## src/hdl/pcc_pkg.sv

```systemverilog
package pcc_pkg;

  localparam int SAMPLE_W        = 16;
  localparam int CORR_W          = 16;
  localparam int PAIR_COUNT_W    = 17;
  localparam int SAMPLE_BITS_DEF = 16;
  localparam int MAX_PAIRS_DEF   = 65536;
  localparam int QUO_BITS        = 31;
  localparam int ROOT_BITS       = 16;

  typedef struct packed {
    logic [SAMPLE_W-1:0] x_sample;
    logic [SAMPLE_W-1:0] y_sample;
    logic                last_pair;
  } in_item_t;

  typedef struct packed {
    logic signed [CORR_W-1:0] correlation;
    logic                     degenerate;
    logic [PAIR_COUNT_W-1:0]  pair_count;
  } out_item_t;

  // products handled by the shared shift-add multiplier, in issue order
  typedef enum logic [2:0] {
    J_NSXY = 3'd0,
    J_SXSY = 3'd1,
    J_NSXX = 3'd2,
    J_SXSX = 3'd3,
    J_NSYY = 3'd4,
    J_SYSY = 3'd5,
    J_DEN  = 3'd6,
    J_MAG2 = 3'd7
  } job_t;

  typedef struct packed {
    logic accept;
    logic load;
    logic run;
    logic store;
    job_t job;
    logic div_load;
    logic div_run;
    logic sqrt_run;
    logic emit;
  } pcc_cmd_t;

  typedef struct packed {
    logic last_fire;
    logic mul_done;
    logic prod_zero;
    logic div_done;
    logic sqrt_done;
    logic out_free;
  } pcc_status_t;

endpackage

```

## src/hdl/pcc_ctrl.sv

```systemverilog
module pcc_ctrl (
  input  logic                clk,
  input  logic                rst,
  input  pcc_pkg::pcc_status_t status,
  output pcc_pkg::pcc_cmd_t    cmd
);
  import pcc_pkg::*;

  typedef enum logic [7:0] {
    ST_ACC      = 8'b0000_0001,
    ST_LOAD     = 8'b0000_0010,
    ST_RUN      = 8'b0000_0100,
    ST_STORE    = 8'b0000_1000,
    ST_DIV_LOAD = 8'b0001_0000,
    ST_DIV_RUN  = 8'b0010_0000,
    ST_SQRT     = 8'b0100_0000,
    ST_OUT      = 8'b1000_0000
  } state_t;

  state_t state, state_next;
  job_t   job, job_next;

  function automatic job_t next_job(input job_t j);
    job_t r;
    unique case (j)
      J_NSXY: r = J_SXSY;
      J_SXSY: r = J_NSXX;
      J_NSXX: r = J_SXSX;
      J_SXSX: r = J_NSYY;
      J_NSYY: r = J_SYSY;
      J_SYSY: r = J_DEN;
      J_DEN:  r = J_MAG2;
      J_MAG2: r = J_NSXY;
      default: r = J_NSXY;
    endcase
    return r;
  endfunction

  always_comb begin
    state_next = state;
    job_next   = job;
    cmd        = '0;
    cmd.job    = job;
    unique case (state)
      ST_ACC: begin
        cmd.accept = 1'b1;
        if (status.last_fire) begin
          state_next = ST_LOAD;
          job_next   = J_NSXY;
        end
      end
      ST_LOAD: begin
        cmd.load   = 1'b1;
        state_next = ST_RUN;
      end
      ST_RUN: begin
        cmd.run = 1'b1;
        if (status.mul_done) state_next = ST_STORE;
      end
      ST_STORE: begin
        cmd.store = 1'b1;
        if (job == J_MAG2) begin
          state_next = ST_DIV_LOAD;
        end else if (job == J_DEN && status.prod_zero) begin
          state_next = ST_OUT;
        end else begin
          job_next   = next_job(job);
          state_next = ST_LOAD;
        end
      end
      ST_DIV_LOAD: begin
        cmd.div_load = 1'b1;
        state_next   = ST_DIV_RUN;
      end
      ST_DIV_RUN: begin
        cmd.div_run = 1'b1;
        if (status.div_done) state_next = ST_SQRT;
      end
      ST_SQRT: begin
        cmd.sqrt_run = 1'b1;
        if (status.sqrt_done) state_next = ST_OUT;
      end
      ST_OUT: begin
        cmd.emit = status.out_free;
        if (status.out_free) state_next = ST_ACC;
      end
      default: state_next = ST_ACC;
    endcase
  end

  always_ff @(posedge clk) begin
    if (rst) begin
      state <= ST_ACC;
      job   <= J_NSXY;
    end else begin
      state <= state_next;
      job   <= job_next;
    end
  end

endmodule

```

## config.mk

```make
export PLATFORM = sky130hd
export DESIGN_NAME = pcc_ctrl
export DESIGN_NICKNAME = d
export VERILOG_FILES = /design/src/hdl/pcc_pkg.sv /design/src/hdl/pcc_ctrl.sv
export SDC_FILE = /design/constraint.sdc
export NUM_CORES = 1
export LEC_CHECK = 0
export BUFFER_PORTS_ARGS = -buffer_cell sky130_fd_sc_hd__buf_2
export CAP_MARGIN = 5
export CORE_MARGIN = 2
export CORE_UTILIZATION = 53
export CTS_BUF_LIST = sky130_fd_sc_hd__clkbuf_2 sky130_fd_sc_hd__clkbuf_4 sky130_fd_sc_hd__clkbuf_8
export CTS_CLUSTER_SIZE = 10
export DETAILED_ROUTE_END_ITERATION = 10
export PLACE_DENSITY = 0.79
export SYNTH_ARGS = -nofsm -noshare
export SYNTH_HDL_FRONTEND = slang
export SYNTH_SLANG_ARGS = --single-unit
```

## constraint.sdc

```tcl
create_clock -name clk -period 2.6 [get_ports clk]
set_clock_uncertainty 0.2 [all_clocks]
set_input_delay 0.65 -clock clk [delete_from_list [all_inputs] [get_ports clk]]
set_output_delay 0.65 -clock clk [all_outputs]
set_load 0.05 [all_outputs]
```

==> flow_summary.json <==
{
  "fmax_ghz": 0.3960,
  "drt-wirelength-per-cell_um": 12.82,
  "cts_root_buf": "clkbuf_4",
  "area_delta_synth_final_pct": 22.53,
  "ctsHoldBuffers": 0,
  "fin_crit_ps": 2525,
  "drtIter0Drc": 16,
  "crit_type": "reg2out",
  "grt_pass1_wl_mm": 2.573,
  "max_slew_margin": 0.7498,
  "hold_class": "reg2reg",
  "num_vias": 744,
  "post-dp-hpwl_mm": 1.300,
  "fp.coreArea_mm2": 0.001334,
  "rsz0062_at_grt": "false",
  "yosysMostFrequentCell": "dfxtp_1",
  "slew_viol_final": 0,
  "r2r_start": "state[4]",
  "routed_wl_mm": 1.667,
  "hp-start": "job[1]",
  "cp_cell_sequence": "nor4_4 -> buf_4 -> and3_1 -> buf_2",
  "final_layout_size_suffix_gt1_frac": 0.2870,
  "place_inst": 124,
  "io_buffers": 18,
  "synthCells": 92,
  "start_util": 0.5788,
  "grt_max_degree": 14,
  "worst_slew_pin_slew_ps": 372.6,
  "slowest_delay_ps": 370,
  "yosys-top-cells-count": "14 x dfxtp_1, 12 x nor2_1, 10 x inv_1, 6 x nand2_1, 6 x nand3_1",
  "p_leak_uw": 0.0004537,
  "start_kind": "flip-flop",
  "status": "finished, final reports clean",
  "synth_area_leader_cell": "dfxtp_1",
  "synth_top_area_frac": 0.3630,
  "synth_nets": 102,
  "num_antenna_cells": 0,
  "die_h_um": 42.17,
  "die-area_mm2": 0.001778,
  "synthTopCellsByArea": "dfxtp_1 36%, nor2_1 5.8%, mux2i_1 5.2%",
  "setup_tns_ps": 0,
  "p_per_area_mw_per_mm2": 737.4,
  "cp_slowest_cell": "dfxtp_1",
  "cts_tree": "built",
  "drc": 0,
  "clk_pin_slew_ps": 90,
  "viasPerCell": 5.723,
  "clock_path_buffers": 2,
  "netlist_area_um2": 772.0,
  "num_rows": 13,
  "fin_hold_ws_ps": 319.7,
  "ys_async_sr_fraction": 0,
  "ir_drop_uv": 423.1,
  "pre_cts_slack_ps": 305.4,
  "layout_setup_ws_ps": 74.82,
  "crit_buf_inv": 2,
  "ys.warnings.count": 0,
  "crit_arrival_ps": 1680,
  "cap_violations": 0,
  "finalPower_uw": 697.5,
  "grt_pass1_vias": 614,
  "antenna_left": 0,
  "yosysSeqAreaShare": 0.3630,
  "overflow": 0,
  "period_share": 0.9712,
  "synth_area_per_cell_um2": 8.391,
  "antenna_found_initial": 0,
  "critical_path_required_ps": 1750,
  "synth_seq_cells": 14,
  "fin_nets": 126,
  "drt-pass1-iter-count": 4,
  "path_delay_family": "simple AND/OR/NAND/NOR gates",
  "cts.htree.levels": 1,
  "final-instance-count-excl-fill": 130,
  "place.gp.congestion": 0.8708,
  "cts_buffers": 3,
  "ys.flop_type": "dfxtp_1",
  "setup_violations": 0,
  "crit_fanout": 4,
  "die_w_um": 42.17,
  "grtUsageTotal": 0.1883,
  "clock_sinks": 14,
  "io_pins": 19,
  "end_kind": "output port",
  "insertion_delay_ps": 280,
  "crit_start": "state[4]",
  "hold_viol": 0,
  "synth_edf_count": 0,
  "ys_types": 27
}
## power by group
| part | total [uW] | switching [uW] | internal [uW] |
|---|---|---|---|
| Combinational | 275 | 178 | 97.9 |
| Clock | 159 | 73.8 | 85.1 |
| Sequential | 263 | 28.9 | 234 |
## layer usage
layer  share of wire  routed length, um  vias to the layer above  global-route usage
met1            0.46                764                      345              0.2427
met4           0.010                 17                        0             0.09375
met3           0.056                 93                        2             0.04310
met5               0                  0                        -                   0
met2            0.47                791                       19              0.2923
li1                -                  -                      378                   -
## final timing paths
| kind | end | slack, ps | depth (start not counted) |
|---|---|---|---|
| max reg2reg | flip-flop | 420 | 9 |
| min reg2reg | state[4] | 320 | 2 |
| max | cmd[10] | 70 | 4 |
| min | state[4] | 320 | 2 |
## repair_timing
item | in CTS | in global routing
buffers inserted | 0 | 2
endpoints found under the hold margin | 0 | 0
gates resized for setup | 1 | 2
pin swaps | 0 | 1
setup endpoints to repair | 2 | 4
## kinds of logic (layout without fill, tap and decap cells)
| group | after synthesis | after routing | synth area share |
|---|---|---|---|
| AOI/OAI and AO/OA | 9 | 9 | 0.08428 |
| adders and majority gates | 2 | 2 | 0.03241 |
| buffers and inverters | 11 | 34 | 0.05349 |
| muxes | 4 | 4 | 0.05187 |
| and+or+nand+nor | 52 | 52 | 0.4149 |
| DFF | 14 | 14 | 0.3630 |
## cells in the final DEF (no fill, tap or decap), drive strengths merged
cell type and count:
nor2b 4, nor4b 1, ha 2, nor4 2
nor3b 2, nor3 3, nor2 12, or4 1
a21oi 5, and3 3, or3 1, nand2 6
and4b 2, nand4 4, mux2i 4, o41ai 1
inv 10, o211ai 3, dfxtp 14, clkbuf 5
buf 19, nand3 6, nand4b 3, or2 2
## area by class of cell
cell class              instances  area (um2)
well taps                      15       18.77
multi-input cells              67       464.2
fillers                       111       387.9
repair buffers                 20       107.6
flip-flops and latches         14       281.5
clock buffers                   4       36.28
inverters                      10       37.54
## worst reg2reg max path: cells and delay by family, from the launching register on
family / cells / cell delay [ps]
adders and majority gates: 1 / 200
buffers and inverters: 2 / 240
DFF: 1 / 370
muxes: 2 / 320
and+or+nand+nor: 4 / 740
## per-stage QoR
stage	utilization	cell area, um2
after global placement	0.6614	882.1
final	0.7092	945.9
after global routing	0.7092	945.9
after floorplan	-	777.0
after detailed placement	0.6614	882.1
after CTS	0.6951	927.1
Note: power is estimated with default switching activity, not from simulation.
